### src/hw/rtl/tga_rle_pixel_decoder_macros.svh
// Assertion macros shared by the TGA RLE decoder modules.
// Each macro expects clk and rst (synchronous, active high) in scope.
`ifndef TGA_RLE_PIXEL_DECODER_MACROS_SVH
`define TGA_RLE_PIXEL_DECODER_MACROS_SVH

// Same-cycle implication.
`define TGARLE_ASSERT_IMPL(lbl, ante, cons, msg) \
  lbl: assert property (@(posedge clk) disable iff (rst) (ante) |-> (cons)) else $error(msg);

// Next-cycle implication.
`define TGARLE_ASSERT_NEXT(lbl, ante, cons, msg) \
  lbl: assert property (@(posedge clk) disable iff (rst) (ante) |=> (cons)) else $error(msg);

`endif

### src/hw/rtl/tgarle_pkg.sv
// Package for the TGA RLE pixel decoder: types, constants and codes.
// No dependencies; used by every module of the block.
`default_nettype none

package tgarle_pkg;

  localparam int MaxPixelBytes = 16;
  localparam int PixelW        = MaxPixelBytes * 8;
  localparam int ByteCntW      = $clog2(MaxPixelBytes);
  localparam int QDepth        = 4;
  localparam int QPtrW         = $clog2(QDepth);

  // Register indexes
  localparam logic [2:0] REG_WIDTH  = 3'd0;
  localparam logic [2:0] REG_HEIGHT = 3'd1;
  localparam logic [2:0] REG_BYTES  = 3'd2;
  localparam logic [2:0] REG_CORNER = 3'd3;

  // Origin corners
  localparam logic [1:0] CORNER_BL = 2'd0;
  localparam logic [1:0] CORNER_BR = 2'd1;
  localparam logic [1:0] CORNER_TL = 2'd2;
  localparam logic [1:0] CORNER_TR = 2'd3;

  localparam logic [7:0] RepeatBase = 8'd128;
  localparam logic [7:0] RepeatBias = 8'd127;

  typedef enum logic [1:0] {
    MODE_HEADER,
    MODE_RAW,
    MODE_REPEAT
  } mode_t;

  typedef enum logic {
    CMD_WRITE,
    CMD_FAIL
  } cmd_kind_t;

  // One queued job for the back end: a pixel written count times, or a fail.
  typedef struct packed {
    cmd_kind_t           kind;
    logic [7:0]          count;
    logic [PixelW-1:0]   pixel;
  } cmd_t;

  // Effective configuration and derived walk values.
  typedef struct packed {
    logic [15:0] width;
    logic [15:0] height;
    logic [4:0]  bytes;
    logic [31:0] frame_total;
    logic [31:0] start_index;
    logic [31:0] unit_delta;
    logic [31:0] wrap_delta;
    logic        rearm;
  } cfg_t;

endpackage

`default_nettype wire

### src/hw/rtl/tgarle_cfg.sv
// Configuration registers and derived walk constants (area, start, deltas).
// Depends on tgarle_pkg.
`default_nettype none

module tgarle_cfg
  import tgarle_pkg::*;
(
  input  wire logic        clk,
  input  wire logic        rst,
  input  wire logic        cfg_we,
  input  wire logic [2:0]  cfg_index,
  input  wire logic [15:0] cfg_data,
  output cfg_t             cfg
);

  logic [15:0] image_width;
  logic [15:0] image_height;
  logic [4:0]  pixel_bytes;
  logic [1:0]  corner_sel;
  logic [31:0] area;
  logic [31:0] start_index;
  logic [31:0] wrap_delta;

  logic [15:0] eff_w;
  logic [15:0] eff_h;
  logic [4:0]  eff_bytes;
  logic [31:0] area_next;
  logic [31:0] w32;
  logic [31:0] two_w;
  logic [31:0] start_index_next;
  logic [31:0] wrap_delta_next;

  always_ff @(posedge clk) begin
    if (rst) begin
      image_width   <= 16'd1;
      image_height  <= 16'd1;
      pixel_bytes   <= 5'd4;
      corner_sel    <= CORNER_TL;
    end else if (cfg_we) begin
      unique case (cfg_index)
        REG_WIDTH:  image_width   <= cfg_data;
        REG_HEIGHT: image_height  <= cfg_data;
        REG_BYTES:  pixel_bytes   <= cfg_data[4:0];
        REG_CORNER: corner_sel    <= cfg_data[1:0];
        default: ;
      endcase
    end
  end

  always_comb begin
    eff_w = (image_width == 16'd0) ? 16'd1 : image_width;
    eff_h = (image_height == 16'd0) ? 16'd1 : image_height;
    if (pixel_bytes == 5'd0) begin
      eff_bytes = 5'd1;
    end else if (pixel_bytes > 5'(MaxPixelBytes)) begin
      eff_bytes = 5'(MaxPixelBytes);
    end else begin
      eff_bytes = pixel_bytes;
    end
    area_next = {16'd0, eff_w} * {16'd0, eff_h};
    w32       = {16'd0, eff_w};
    two_w     = {15'd0, eff_w, 1'b0};
    unique case (corner_sel)
      CORNER_BL: begin
        start_index_next = area - w32;
        wrap_delta_next  = 32'd1 - two_w;
      end
      CORNER_BR: begin
        start_index_next = area - 32'd1;
        wrap_delta_next  = '1;
      end
      CORNER_TL: begin
        start_index_next = 32'd0;
        wrap_delta_next  = 32'd1;
      end
      default: begin
        start_index_next = w32 - 32'd1;
        wrap_delta_next  = two_w - 32'd1;
      end
    endcase
  end

  // area and wrap delta are registered from the config registers, start from area
  always_ff @(posedge clk) begin
    if (rst) begin
      area        <= 32'd1;
      start_index <= 32'd0;
      wrap_delta  <= 32'd1;
    end else begin
      area        <= area_next;
      start_index <= start_index_next;
      wrap_delta  <= wrap_delta_next;
    end
  end

  always_comb begin
    cfg.width       = eff_w;
    cfg.height      = eff_h;
    cfg.bytes       = eff_bytes;
    cfg.frame_total = area;
    cfg.start_index = start_index;
    cfg.unit_delta  = corner_sel[0] ? '1 : 32'd1;
    cfg.wrap_delta  = wrap_delta;
    cfg.rearm       = cfg_we && (cfg_index <= REG_CORNER);
  end

endmodule

`default_nettype wire

### src/hw/rtl/tgarle_front.sv
// Front end: takes stream bytes, parses packet headers, assembles pixels
// and pushes write or fail jobs. Depends on tgarle_pkg.
`default_nettype none

module tgarle_front
  import tgarle_pkg::*;
(
  input  wire logic       clk,
  input  wire logic       rst,
  input  cfg_t            cfg,
  input  wire logic       in_valid,
  output logic            in_ready,
  input  wire logic [7:0] in_data,
  input  wire logic       in_end,
  input  wire logic       full,
  output logic            push,
  output cmd_t            push_cmd
);

  mode_t                mode;
  mode_t                mode_next;
  logic [7:0]           pkt_left;
  logic [7:0]           pkt_left_next;
  logic [ByteCntW-1:0]  byte_cnt;
  logic [ByteCntW-1:0]  byte_cnt_next;
  logic [PixelW-1:0]    pixbuf;
  logic [PixelW-1:0]    pixbuf_next;
  logic [31:0]          pixels_done;
  logic [31:0]          pixels_done_next;

  logic                 accept;
  logic [PixelW-1:0]    pix_new;
  logic                 pix_done;
  logic [7:0]           write_cnt;
  logic [32:0]          done_sum;
  logic                 frame_end;

  always_ff @(posedge clk) begin
    if (rst) begin
      mode        <= MODE_HEADER;
      pkt_left    <= 8'd0;
      byte_cnt    <= '0;
      pixbuf      <= '0;
      pixels_done <= 32'd0;
    end else begin
      mode        <= mode_next;
      pkt_left    <= pkt_left_next;
      byte_cnt    <= byte_cnt_next;
      pixbuf      <= pixbuf_next;
      pixels_done <= pixels_done_next;
    end
  end

  always_comb begin
    in_ready  = !full;
    accept    = in_valid && !full;
    pix_new   = (byte_cnt == '0) ? '0 : pixbuf;
    pix_new[{byte_cnt, 3'b000} +: 8] = in_data;
    pix_done  = ({1'b0, byte_cnt} + 5'd1) >= cfg.bytes;
    write_cnt = (mode == MODE_RAW) ? 8'd1 : pkt_left;
    done_sum  = {1'b0, pixels_done} + {25'd0, write_cnt};
    frame_end = done_sum >= {1'b0, cfg.frame_total};

    mode_next        = mode;
    pkt_left_next    = pkt_left;
    byte_cnt_next    = byte_cnt;
    pixbuf_next      = pixbuf;
    pixels_done_next = pixels_done;
    push             = 1'b0;
    push_cmd.kind    = CMD_WRITE;
    push_cmd.count   = write_cnt;
    push_cmd.pixel   = pix_new;

    if (cfg.rearm) begin
      mode_next        = MODE_HEADER;
      pkt_left_next    = 8'd0;
      byte_cnt_next    = '0;
      pixbuf_next      = '0;
      pixels_done_next = 32'd0;
    end else if (accept) begin
      if (in_end) begin
        push             = 1'b1;
        push_cmd.kind    = CMD_FAIL;
        push_cmd.count   = 8'd0;
        push_cmd.pixel   = '0;
        mode_next        = MODE_HEADER;
        pkt_left_next    = 8'd0;
        byte_cnt_next    = '0;
        pixbuf_next      = '0;
        pixels_done_next = 32'd0;
      end else begin
        unique case (mode)
          MODE_HEADER: begin
            byte_cnt_next = '0;
            if (in_data < RepeatBase) begin
              mode_next     = MODE_RAW;
              pkt_left_next = in_data + 8'd1;
            end else begin
              mode_next     = MODE_REPEAT;
              pkt_left_next = in_data - RepeatBias;
            end
          end
          MODE_RAW, MODE_REPEAT: begin
            pixbuf_next = pix_new;
            if (!pix_done) begin
              byte_cnt_next = byte_cnt + 1'b1;
            end else begin
              byte_cnt_next = '0;
              push          = 1'b1;
              if (frame_end) begin
                // last pixel of the image: rest of the packet is dropped
                mode_next        = MODE_HEADER;
                pkt_left_next    = 8'd0;
                pixels_done_next = 32'd0;
              end else begin
                pixels_done_next = done_sum[31:0];
                if (mode == MODE_REPEAT) begin
                  mode_next     = MODE_HEADER;
                  pkt_left_next = 8'd0;
                end else begin
                  pkt_left_next = pkt_left - 8'd1;
                  if (pkt_left == 8'd1) begin
                    mode_next = MODE_HEADER;
                  end
                end
              end
            end
          end
          default: mode_next = MODE_HEADER;
        endcase
      end
    end
  end

endmodule

`default_nettype wire

### src/hw/rtl/tgarle_queue.sv
// Short job queue between the front and back ends, register based.
// Depends on tgarle_pkg and the shared assertion macros.
`default_nettype none
`include "tga_rle_pixel_decoder_macros.svh"

module tgarle_queue
  import tgarle_pkg::*;
(
  input  wire logic clk,
  input  wire logic rst,
  input  wire logic push,
  input  cmd_t      push_cmd,
  input  wire logic pop,
  output cmd_t      head,
  output logic      full,
  output logic      empty
);

  cmd_t             entries [QDepth];
  logic [QPtrW-1:0] wr_ptr;
  logic [QPtrW-1:0] rd_ptr;
  logic [QPtrW:0]   fill;

  always_ff @(posedge clk) begin
    if (push) begin
      entries[wr_ptr] <= push_cmd;
    end
  end

  always_ff @(posedge clk) begin
    if (rst) begin
      wr_ptr <= '0;
      rd_ptr <= '0;
      fill   <= '0;
    end else begin
      if (push) begin
        wr_ptr <= wr_ptr + 1'b1;
      end
      if (pop) begin
        rd_ptr <= rd_ptr + 1'b1;
      end
      if (push && !pop) begin
        fill <= fill + 1'b1;
      end else if (pop && !push) begin
        fill <= fill - 1'b1;
      end
    end
  end

  always_comb begin
    head  = entries[rd_ptr];
    full  = (fill == (QPtrW+1)'(QDepth));
    empty = (fill == '0);
  end

  `TGARLE_ASSERT_IMPL(a_no_overflow, push, !full, "queue push while full")
  `TGARLE_ASSERT_IMPL(a_no_underflow, pop, !empty, "queue pop while empty")
  `TGARLE_ASSERT_NEXT(a_push_lands, push && !pop, !empty, "pushed job missing")

endmodule

`default_nettype wire

### src/hw/rtl/tgarle_back.sv
// Back end: runs queued jobs through the pixel walk, up to two writes a beat,
// into an output register. Depends on tgarle_pkg and the assertion macros.
`default_nettype none
`include "tga_rle_pixel_decoder_macros.svh"

module tgarle_back
  import tgarle_pkg::*;
(
  input  wire logic         clk,
  input  wire logic         rst,
  input  cfg_t              cfg,
  input  cmd_t              head,
  input  wire logic         empty,
  output logic              pop,
  output logic              out_valid,
  input  wire logic         out_ready,
  output logic              status,
  output logic [31:0]       first_index,
  output logic [31:0]       second_index,
  output logic              second_valid,
  output logic [PixelW-1:0] pixel,
  output logic              frame_done,
  output logic              last_result
);

  cmd_t        cur;
  logic        cur_valid;
  logic [7:0]  left;
  logic        fresh;
  logic [31:0] widx;
  logic [15:0] line_left;
  logic [15:0] lines_left;

  logic        load_ok;
  logic        exec;
  logic        is_fail;
  logic [31:0] idx0, idx1, idx2;
  logic [15:0] lpl0, lpl1, lpl2;
  logic [15:0] ll0, ll1, ll2;
  logic [15:0] lpl_dec1, lpl_dec2;
  logic        wrap1, wrap2;
  logic        done1, done2;
  logic        pair;
  logic        done;
  logic [7:0]  left_next;
  logic        fin;

  always_comb begin
    load_ok = !out_valid || out_ready;
    exec    = cur_valid && load_ok;
    is_fail = (cur.kind == CMD_FAIL);

    idx0 = fresh ? cfg.start_index : widx;
    lpl0 = fresh ? cfg.width : line_left;
    ll0  = fresh ? cfg.height : lines_left;

    lpl_dec1 = lpl0 - 16'd1;
    wrap1    = (lpl_dec1 == 16'd0);
    ll1      = wrap1 ? ll0 - 16'd1 : ll0;
    done1    = wrap1 && (ll1 == 16'd0);
    idx1     = idx0 + (wrap1 ? cfg.wrap_delta : cfg.unit_delta);
    lpl1     = wrap1 ? cfg.width : lpl_dec1;

    lpl_dec2 = lpl1 - 16'd1;
    wrap2    = (lpl_dec2 == 16'd0);
    ll2      = wrap2 ? ll1 - 16'd1 : ll1;
    done2    = wrap2 && (ll2 == 16'd0);
    idx2     = idx1 + (wrap2 ? cfg.wrap_delta : cfg.unit_delta);
    lpl2     = wrap2 ? cfg.width : lpl_dec2;

    pair      = !is_fail && !done1 && (left > 8'd1);
    done      = done1 || (pair && done2);
    left_next = left - (pair ? 8'd2 : 8'd1);
    fin       = is_fail || done || (left_next == 8'd0);

    pop = !empty && (!cur_valid || (exec && fin));
  end

  always_ff @(posedge clk) begin
    if (rst) begin
      cur_valid <= 1'b0;
      out_valid <= 1'b0;
      fresh     <= 1'b1;
    end else begin
      if (exec) begin
        out_valid <= 1'b1;
      end else if (out_ready) begin
        out_valid <= 1'b0;
      end
      if (cfg.rearm) begin
        fresh <= 1'b1;
      end else if (exec) begin
        if (is_fail || done) begin
          fresh <= 1'b1;
        end else begin
          fresh <= 1'b0;
        end
      end
      if (pop) begin
        cur_valid <= 1'b1;
      end else if (exec && fin) begin
        cur_valid <= 1'b0;
      end
    end
  end

  // walk and payload registers
  always_ff @(posedge clk) begin
    if (exec) begin
      if (is_fail) begin
        status       <= 1'b1;
        first_index  <= 32'd0;
        second_index <= 32'd0;
        second_valid <= 1'b0;
        pixel        <= '0;
        frame_done   <= 1'b0;
        last_result  <= 1'b1;
      end else begin
        status       <= 1'b0;
        first_index  <= idx0;
        second_index <= pair ? idx1 : 32'd0;
        second_valid <= pair;
        pixel        <= cur.pixel;
        frame_done   <= done;
        last_result  <= fin;
        widx         <= pair ? idx2 : idx1;
        line_left    <= pair ? lpl2 : lpl1;
        lines_left   <= pair ? ll2 : ll1;
      end
    end
    if (pop) begin
      cur  <= head;
      left <= head.count;
    end else if (exec) begin
      left <= left_next;
    end
  end

  `TGARLE_ASSERT_IMPL(a_done_ends_item, out_valid && frame_done, last_result,
                      "frame end not on the item's final beat")
  `TGARLE_ASSERT_IMPL(a_job_has_work, cur_valid && (cur.kind == CMD_WRITE), left != 8'd0,
                      "write job with no writes left")

endmodule

`default_nettype wire

### src/hw/rtl/tga_rle_pixel_decoder.sv
// Top level of the TGA RLE pixel decoder: config, front end, job queue, back end.
// Depends on tgarle_pkg, tgarle_cfg, tgarle_front, tgarle_queue, tgarle_back.
//
//   channel   group                     beat
//   input     s_axis_*                  one stream byte, or end of stream
//   output    m_axis_*                  one write of one or two pixels, or a fail
//   config    cfg_we/cfg_index/cfg_data one register write
//
// Input takes one byte per cycle while the 4-entry job queue has room.
// A raw pixel gives one output beat; a repeat of n gives ceil(n/2) beats, one
// per cycle from the back end while m_axis_tready is high; the back end sets
// the rate on long repeats. A job passes through the job queue and the back
// end's current-job register before the output register. Reset is synchronous;
// no clearing pass. Derived walk values are registered from the config registers.
`default_nettype none

module tga_rle_pixel_decoder
  import tgarle_pkg::*;
(
  input  wire logic         clk,
  input  wire logic         rst,
  input  wire logic         s_axis_tvalid,
  output logic              s_axis_tready,
  input  wire logic [7:0]   s_axis_tdata,   // [7:0] data_byte
  input  wire logic         s_axis_tuser,   // [0] stream_end
  output logic              m_axis_tvalid,
  input  wire logic         m_axis_tready,
  // [31:0] first_index, [63:32] second_index, [64] second_valid,
  // [128:65] pixel_low, [192:129] pixel_high, [193] frame_done, [199:194] zero
  output logic [199:0]      m_axis_tdata,
  output logic              m_axis_tuser,   // [0] status
  output logic              m_axis_tlast,
  input  wire logic         cfg_we,
  input  wire logic [2:0]   cfg_index,
  input  wire logic [15:0]  cfg_data
);

  cfg_t              cfg;
  logic              push;
  cmd_t              push_cmd;
  logic              pop;
  cmd_t              head;
  logic              full;
  logic              empty;
  logic [31:0]       first_index;
  logic [31:0]       second_index;
  logic              second_valid;
  logic [PixelW-1:0] pixel;
  logic              frame_done;

  tgarle_cfg u_cfg (
    .clk       (clk),
    .rst       (rst),
    .cfg_we    (cfg_we),
    .cfg_index (cfg_index),
    .cfg_data  (cfg_data),
    .cfg       (cfg)
  );

  tgarle_front u_front (
    .clk      (clk),
    .rst      (rst),
    .cfg      (cfg),
    .in_valid (s_axis_tvalid),
    .in_ready (s_axis_tready),
    .in_data  (s_axis_tdata),
    .in_end   (s_axis_tuser),
    .full     (full),
    .push     (push),
    .push_cmd (push_cmd)
  );

  tgarle_queue u_queue (
    .clk      (clk),
    .rst      (rst),
    .push     (push),
    .push_cmd (push_cmd),
    .pop      (pop),
    .head     (head),
    .full     (full),
    .empty    (empty)
  );

  tgarle_back u_back (
    .clk          (clk),
    .rst          (rst),
    .cfg          (cfg),
    .head         (head),
    .empty        (empty),
    .pop          (pop),
    .out_valid    (m_axis_tvalid),
    .out_ready    (m_axis_tready),
    .status       (m_axis_tuser),
    .first_index  (first_index),
    .second_index (second_index),
    .second_valid (second_valid),
    .pixel        (pixel),
    .frame_done   (frame_done),
    .last_result  (m_axis_tlast)
  );

  assign m_axis_tdata = {6'd0, frame_done, pixel[127:64], pixel[63:0], second_valid,
                         second_index, first_index};

endmodule

`default_nettype wire
### config.mk
export PLATFORM = sky130hd
export DESIGN_NAME = tga_rle_pixel_decoder
export DESIGN_NICKNAME = d
export VERILOG_FILES = /design/src/hw/rtl/tgarle_pkg.sv /design/src/hw/rtl/tgarle_cfg.sv /design/src/hw/rtl/tgarle_front.sv /design/src/hw/rtl/tgarle_queue.sv /design/src/hw/rtl/tgarle_back.sv /design/src/hw/rtl/tga_rle_pixel_decoder.sv
export VERILOG_INCLUDE_DIRS = /design/src /design/src/hw/rtl
export SDC_FILE = /design/constraint.sdc
export NUM_CORES = 2
export LEC_CHECK = 0
export BUFFER_PORTS_ARGS = -buffer_cell sky130_fd_sc_hd__buf_2
export CORE_MARGIN = 3
export CORE_UTILIZATION = 55
export DETAILED_ROUTE_END_ITERATION = 12
export MAX_ROUTING_LAYER = met4
export PLACE_DENSITY = 0.72
export SLEW_MARGIN = 25
export SYNTH_ARGS = -nofsm -noshare
export SYNTH_HDL_FRONTEND = slang
export SYNTH_SLANG_ARGS = --single-unit
### constraint.sdc
create_clock -name clk -period 13.2 [get_ports clk]
set_input_delay 3.3 -clock clk [delete_from_list [all_inputs] [get_ports clk]]
set_output_delay 3.3 -clock clk [all_outputs]
set_load 0.03 [all_outputs]
# Word level (Yosys, flattened, before mapping)
# Memory sizes are Yosys's and may differ from the RTL's. A register that Yosys moved wholly into a read port is not among the register bits.
# Index checks and enable logic that the tools add are counted.
dict set report totals {
  ff_bits 716
  latch_bits 0
  mem_bits_ro 0
  n_memories 1
  ramBits 548
  wordCells 202
}
dict set report op_classes {
  muxes 67
  magnitude_cmp 6
  n_eq_ne 11
  shifts 2
  n_mul 1
  n_bitwise 2
  reduce_logical 58
  addsub 23
  div 0
}
# name depth width read_ports rd_ports_with_merged_regs wr line
set memory_table {}
lappend memory_table {u_queue.entries 4 137 1 1 1 tgarle_queue.sv:19} ;# cmd_t entries [QDepth];
# cell count
set op_table {}
lappend op_table {{two-way mux 137 bit} 3}
lappend op_table {{two-way mux 128 bit} 3}
lappend op_table {{two-way mux 32 bit} 9}
lappend op_table {{one-hot mux 32 bit (3 select lines)} 2}
lappend op_table {{two-way mux 16 bit} 10}
lappend op_table {{bitwise mux 128 bit} 1}
lappend op_table {{variable shift 8 x 9 -> 128 bit (first input constant)} 1}
lappend op_table {{indexed part select 8 x 9 -> 128 bit} 1}
lappend op_table {{zero test 16 bit} 6}
lappend op_table {{adder 32 bit} 2}
lappend op_table {{two-way mux 8 bit} 8}
lappend op_table {{subtractor 16 x 1 -> 16 bit (second input constant)} 4}
lappend op_table {{adder 32 x 8 -> 33 bit} 1}
lappend op_table {{greater-or-equal comparator 33 x 32 -> 1 bit} 1}
lappend op_table {{multiplier 16 x 16 -> 32 bit} 1}
lappend op_table {{subtractor 32 x 1 -> 32 bit (second input constant)} 1}
lappend op_table {{subtractor 32 x 16 -> 32 bit} 1}
lappend op_table {{two-way mux 2 bit} 9}
lappend op_table {{subtractor 1 x 17 -> 18 bit (first input constant)} 1}
lappend op_table {{subtractor 17 x 1 -> 18 bit (second input constant)} 1}
lappend op_table {{subtractor 16 x 1 -> 17 bit (second input constant)} 1}
lappend op_table {{one-hot mux 8 bit (2 select lines)} 1}
lappend op_table {{AND reduction 2 bit} 7}
lappend op_table {{two-way mux 1 bit} 13}
lappend op_table {{other kinds (41)} 82}

# Depth between registers and ports, before layout
dict set report logic_depth {
  depth_word 21
  depth_mapped 48
  mapped_depth_nobuf 40
}

# Cells and area by module
# Synthesis repeated with hierarchy kept, for this count alone.
dict set report unflattened {
  cells_unflattened 6079
  hier_area_um2 68044.0
}
# mod cells_per_inst area_each_um2 seq_area_each_um2 instances
set modules_own_cells {}
lappend modules_own_cells {tgarle_back 1973 21921.0 11981.5 1}
lappend modules_own_cells {tgarle_queue 759 20165.6 16636.0 1}
lappend modules_own_cells {tgarle_cfg 1768 14646.5 2402.3 1}
lappend modules_own_cells {tgarle_front 1570 11247.0 3483.3 1}
lappend modules_own_cells {tga_rle_pixel_decoder 9 63.8 0.0 1}

# Worst setup path after synthesis
# Ideal clock, no wire load.
dict set report synth_timing {
  path_kind {register to register}
  startpoint {register u_back.fresh}
  endpoint {register u_back.cur[0] (netlist bit), enable pin}
  required_ps 12718
  stages_incl_launch_ff 43
  path_slack_ps 1646
  synth_period_minus_slack_ps 11554
  n_path_buf 15
  arrival_ps 11072
  path_cell_list {dfxtp_1 -> clkbuf_1 -> buf_2 -> buf_2 -> buf_1 -> buf_2 -> buf_2 -> buf_2 -> buf_1 -> mux2i_1 -> ha_1 -> nor4bb_1 -> o22ai_1 -> clkbuf_1 -> o31ai_1 -> o2111a_1 -> nand3_2 -> buf_2 -> (+7 left out) -> o21bai_4 -> nor2_4 -> inv_2 -> buf_2 -> buf_2 -> buf_2 -> ha_1 -> inv_1 -> fa_1 -> nor3_1 -> nand2_1 -> xnor2_1 -> nor3_1 -> o31ai_2 -> a21o_1 -> buf_6 -> buf_6 -> inv_1}
}
dict set report synth_via {
  elab_chain_cells 16
  elab_cells_between_ends 28
}
# element line
set synth_rtl {}
lappend synth_rtl {{start: declaration} tgarle_back.sv:29} ;# logic fresh;
lappend synth_rtl {{start signal: assignment} tgarle_back.sv:83} ;# fresh <= 1'b1;
lappend synth_rtl {{start signal: assignment} tgarle_back.sv:91} ;# fresh <= 1'b1;
lappend synth_rtl {{start signal: assignment} tgarle_back.sv:94} ;# fresh <= 1'b1;
lappend synth_rtl {{two-way mux 16 bit} tgarle_back.sv:54} ;# lpl0 = fresh ? cfg.width : line_left;
lappend synth_rtl {{subtractor 16 x 1 -> 16 bit} tgarle_back.sv:57} ;# lpl_dec1 = lpl0 - 16'd1;
lappend synth_rtl {{zero test 16 bit} tgarle_back.sv:58} ;# wrap1 = (lpl_dec1 == 16'd0);
lappend synth_rtl {{two-way mux 16 bit (on tied branches)} {tgarle_back.sv:62, tgarle_back.sv:59}}
lappend synth_rtl {{subtractor 16 x 1 -> 16 bit / zero test 16 bit (equally long branches)} {tgarle_back.sv:64, tgarle_back.sv:60}}
lappend synth_rtl {{zero test 16 bit / logical AND 1 bit (equally long branches)} {tgarle_back.sv:65, tgarle_back.sv:60}}
lappend synth_rtl {{two-way mux 16 bit / zero test 1 bit (equally long branches)} {tgarle_back.sv:66, tgarle_back.sv:71}}
lappend synth_rtl {{zero test 16 bit / logical AND 1 bit (equally long branches)} {tgarle_back.sv:67, tgarle_back.sv:71}}
lappend synth_rtl {{logical AND 1 bit (on tied branches)} {tgarle_back.sv:67, tgarle_back.sv:71}}
lappend synth_rtl {{logical AND 1 bit / two-way mux 2 bit (equally long branches)} {tgarle_back.sv:72, tgarle_back.sv:73}}
lappend synth_rtl {{logical OR 1 bit / subtractor 8 bit (equally long branches)} {tgarle_back.sv:72, tgarle_back.sv:73}}
lappend synth_rtl {{logical OR 1 bit / zero test 8 bit (equally long branches)} tgarle_back.sv:74} ;# fin = is_fail || done || (left_next == 8'd0);
lappend synth_rtl {{logical OR 1 bit *} tgarle_back.sv:74}
lappend synth_rtl {{logical AND 1 bit *} tgarle_back.sv:76} ;# pop = !empty && (!cur_valid || (exec && fin));
lappend synth_rtl {{logical OR 1 bit *} tgarle_back.sv:76}
lappend synth_rtl {{logical AND 1 bit *} tgarle_back.sv:76}
lappend synth_rtl {{via pop} tga_rle_pixel_decoder.sv:41} ;# logic pop;
lappend synth_rtl {{end signal: assignment} tgarle_back.sv:132} ;# cur <= head;
lappend synth_rtl {{end: declaration} tgarle_back.sv:26} ;# cmd_t cur;
# The timed path passes the listed nets; every way through them passes the cells marked *.
# A chain may end at the register's enable or synchronous reset.

# Worst setup path after layout
dict set report layout_timing {
  startpoint {register u_cfg.image_width[11]}
  endpoint {register u_back.widx[30] (data pin)}
}
dict set report layout_via {
  elab_chain_cells 12
  elab_cells_between_ends 19
}
# element line
set layout_rtl {}
lappend layout_rtl {{start: declaration} tgarle_cfg.sv:16} ;# logic [15:0] image_width;
lappend layout_rtl {{start signal: assignment} tgarle_cfg.sv:41} ;# REG_WIDTH: image_width <= cfg_data;
lappend layout_rtl {{zero test 16 bit} tgarle_cfg.sv:51} ;# eff_w = (image_width == 16'd0) ? 16'd1 : image_width;
lappend layout_rtl {{two-way mux 16 bit *} tgarle_cfg.sv:51}
lappend layout_rtl {{parallel branches: the longest is 9 deep, another holds adder 32 bit} -}
lappend layout_rtl {{two-way mux 32 bit *} tgarle_back.sv:126} ;# widx <= pair ? idx2 : idx1;
lappend layout_rtl {{end signal: assignment} tgarle_back.sv:126}
lappend layout_rtl {{end: declaration} tgarle_back.sv:30} ;# logic [31:0] widx;
# Mark *: on every way between the ends.

==> impl_results.md <==
- Lkg Pwr: 27.2 nW
- Global-route wire length before repair: 262 mm
- Mapped Cells: 5,682
- WS Path Type: flip-flop to flip-flop
- Fin crit period: 11.25 ns
- Switching share of total power: 33.0%
- Slew HR: 30.2%
- Fin area: 72,200 sq um
- Top cells by count, synth: edfxtp_1, nor2_1, nand2_1
- # rows: 125
- Final Wtd Congestion: 0.971
- Core area: 117,000 sq um
- Die ar.: 123,000 sq um
- Critical Path Sink Type: flip-flop
- Clock power frac: 29.8%
- Mapped cell area: 65,200 sq um
- Setup TNS: 0 ns
- Floorplan die width: 350 um
- Initial antenna violation count: 6
- Routed wire length per instance: 22.8 um
- Share of post-route cells with drive strength above 1: 12.6%
- Number of synthesized flops with an enable pin: 945
- Final setup vio count: 0
- Post-CTS Setup Bufs: 0
- Starting density of the core: 55.7%
- Startpoint Class: flip-flop
- Comb power frac: 27.2%
- Critical path's slowest cell: or4_1
- Fin worst setup slack: 1.95 ns
- Hold Fails Final Rpt: 0
- CP most frequent cell: a21oi_1
- Outcome: complete, no violations
- Critical Path Max Stage Delay: 0.64 ns
- Die Y: 350 um
- Pre-CTS WS: 2.10 ns
- Vias per cell: 6.08
- Largest cells by area after synthesis: edfxtp_1, dfxtp_1, fa_1
- Number of routed nets with antenna violations: 0
- Slew Limit Fails: 0
- Grt total ovfl: 0
- Synth Flop Type: edfxtp_1
- Global-route total usage across every layer: 28.6%
- CTS Buffer Depth: 3
- WL final: 170 mm
- Synth cell types: 90
- Iter 0 DRT Violations: 5,624
- Syn Area/Cell: 11.5 sq um
- # IOs: 237
- Worst hold path type: flip-flop to flip-flop
- Peak VDD IR: 0.223 mV
- Seq/Total Area, Yosys: 52.9%
- Max-Cap Viols: 0
- Clock tree from TritonCTS: yes
- Tcrit/Tclk final: 85.2%
- Worst-Margin Slew: 1.05 ns
- Largest net degree at the start of global routing: 95
- Fin nets: 6,303
- Clock Skew: 0.0366 ns
- CTS Hold Bufs: 0
- 1st-pass router iterations: 6
- Skew-Pair Late Insertion Delay: 0.75 ns
- Cell accounting for the most synthesized area: edfxtp_1
- Number of global-route vias before repair: 44,000
- Layout Area Growth over Synthesis: 10.6%
- Placed cell count: 7,207
- H-tree Lvls: 4
- Port Buffers: 230
- Fmax: 88.9 MHz
- Post-DP Area: 67,800 sq um
- Resized cells post-CTS: 0
- Reg power frac: 43.0%
- Critical path peak fanout: 26
- Final Core Density: 61.7%
- Flop and latch count out of synthesis: 1,251
- Post-synth top area share: 43.5%
- Count leader, synth: edfxtp_1
- Post-Layout Cell Count: 7,452
- Worst EP arrival: 11.72 ns
- RSZ-0062 raised after global routing: false
- DR vias: 45,300
- Clock buffer count from CTS: 131
- Pwr/cell area: 171 nW/um^2
- CTS Sinks: 1,251
- Ys async rst share: 0%
- Detailed-route DRC error count: 0
- Clock root buffer: clkbuf_16
- Int Pwr: 0.00826 W
- Post-DP HPWL: 113 mm
- Clk pin slew, worst setup/hold paths: 0.06 ns
- YS warnings: 0
- Worst Path Required: 13.67 ns
- NetSw: 0.00408 W
[stage by stage]
| step | hold slack (ns) | total power [W] |
|---|---|---|
| final | 0.482 | 0.0123 |
| after global placement | 0.461 | 0.00869 |
| after global routing | 0.501 | 0.0129 |
| after floorplan | 0.424 | 0.00774 |
| after detailed placement | 0.472 | 0.00871 |
| after CTS | 0.487 | 0.0124 |
[worst paths after layout]
path,from,to,slack (ns),cells past startpoint
max,u_cfg.image_width[11],u_back.widx[30],1.95,42
max reg2reg,u_cfg.image_width[11],u_back.widx[30],1.95,42
min,u_queue.rd_ptr[1],flip-flop,0.48,2
min reg2reg,u_queue.rd_ptr[1],flip-flop,0.48,2
[area by class of cell]
type,instances,area (sq um)
Fill cell,9178,44800
Antenna cell,4,10.0
Inverter,362,1370
Clock buffer,169,3500
Timing Repair Buffer,319,1860
Sequential cell,1251,34500
Clock inverter,71,816
Multi-Input combinational cell,3752,28200
Tap cell,1524,1910
[state kept, by name, indices dropped and copies added, names as in the netlist, 3 cells and up, named ones only]
name	cells
u_queue.entries	548
u_back.cur	128
u_back.pixel	128
u_front.pixbuf	128
u_back.first_index	32
u_back.second_index	32
u_back.widx	32
u_cfg.area	32
u_cfg.start_index	32
u_front.pixels_done	32
u_cfg.wrap_delta	17
u_back.line_left	16
u_back.lines_left	16
u_cfg.image_height	16
u_cfg.image_width	16
u_back.left	8
u_front.pkt_left	8
u_cfg.pixel_bytes	5
u_front.byte_cnt	4
u_queue.fill	3
[power groups by stage]
stage	sequential [W]	combinational [W]	clock, W
after floorplan	0.00574	0.00200	0
after global placement	0.00540	0.00328	0
after detailed placement	0.00539	0.00331	0
after CTS	0.00533	0.00332	0.00374
after global routing	0.00536	0.00363	0.00391
final	0.00531	0.00335	0.00368
[placed cells by master (no fill, tap or decap), types with 14 or more instances in the layout]
cell / count
inv_1: 357
a21oi_1: 309
or3_1: 28
o21bai_1: 17
a22oi_1: 117
a211oi_1: 16
o31ai_1: 20
clkinv_2: 19
nor4_1: 27
nand3_1: 161
xor2_1: 72
nand2_1: 515
nor2_1: 585
nor3_1: 85
buf_4: 85
o21a_1: 22
xnor2_1: 138
edfxtp_1: 945
or2_2: 15
clkbuf_16: 132
clkbuf_1: 31
nand2b_1: 35
mux2_2: 50
fa_1: 200
o21ai_0: 161
ha_1: 253
nor2b_1: 207
mux4_2: 137
buf_2: 229
and2_1: 118
a21o_1: 42
or4_1: 14
mux2i_1: 42
a31oi_1: 79
and3_1: 44
dfxtp_1: 303
clkinv_1: 24
nand4_1: 32
[layer usage]
layer | vias up | global-route usage [%] | wire (um)
met2 | 2143 | 41.9 | 75900
met4 | 0 | 8.50 | 4840
met5 | - | - | 0
li1 | 20500 | - | -
met1 | 22400 | 41.2 | 73300
met3 | 289 | 4.88 | 15600
[cells by family after synthesis]
group / after synthesis / share of synthesized area, %
and+or+nand+nor: 1923 / 14.0
DFF: 1251 / 52.9
AOI/OAI and AO/OA: 926 / 8.95
buffers and inverters: 685 / 4.06
adders and majority gates: 453 / 11.0
muxes: 231 / 6.27
xor gates and xnor gates: 211 / 2.85
other: 2 / 0.0115
[worst max-delay path: cells and delay by family, from the launching register on]
| kind | cells | cell delay [ns] |
|---|---|---|
| AOI/OAI and AO/OA | 18 | 4.08 |
| xor gates and xnor gates | 1 | 0.08 |
| adders and majority gates | 3 | 1.07 |
| buffers and inverters | 5 | 0.93 |
| DFF | 1 | 0.29 |
| muxes | 2 | 0.66 |
| and+or+nand+nor | 13 | 3.87 |
Power figures use the tool's default switching activity.
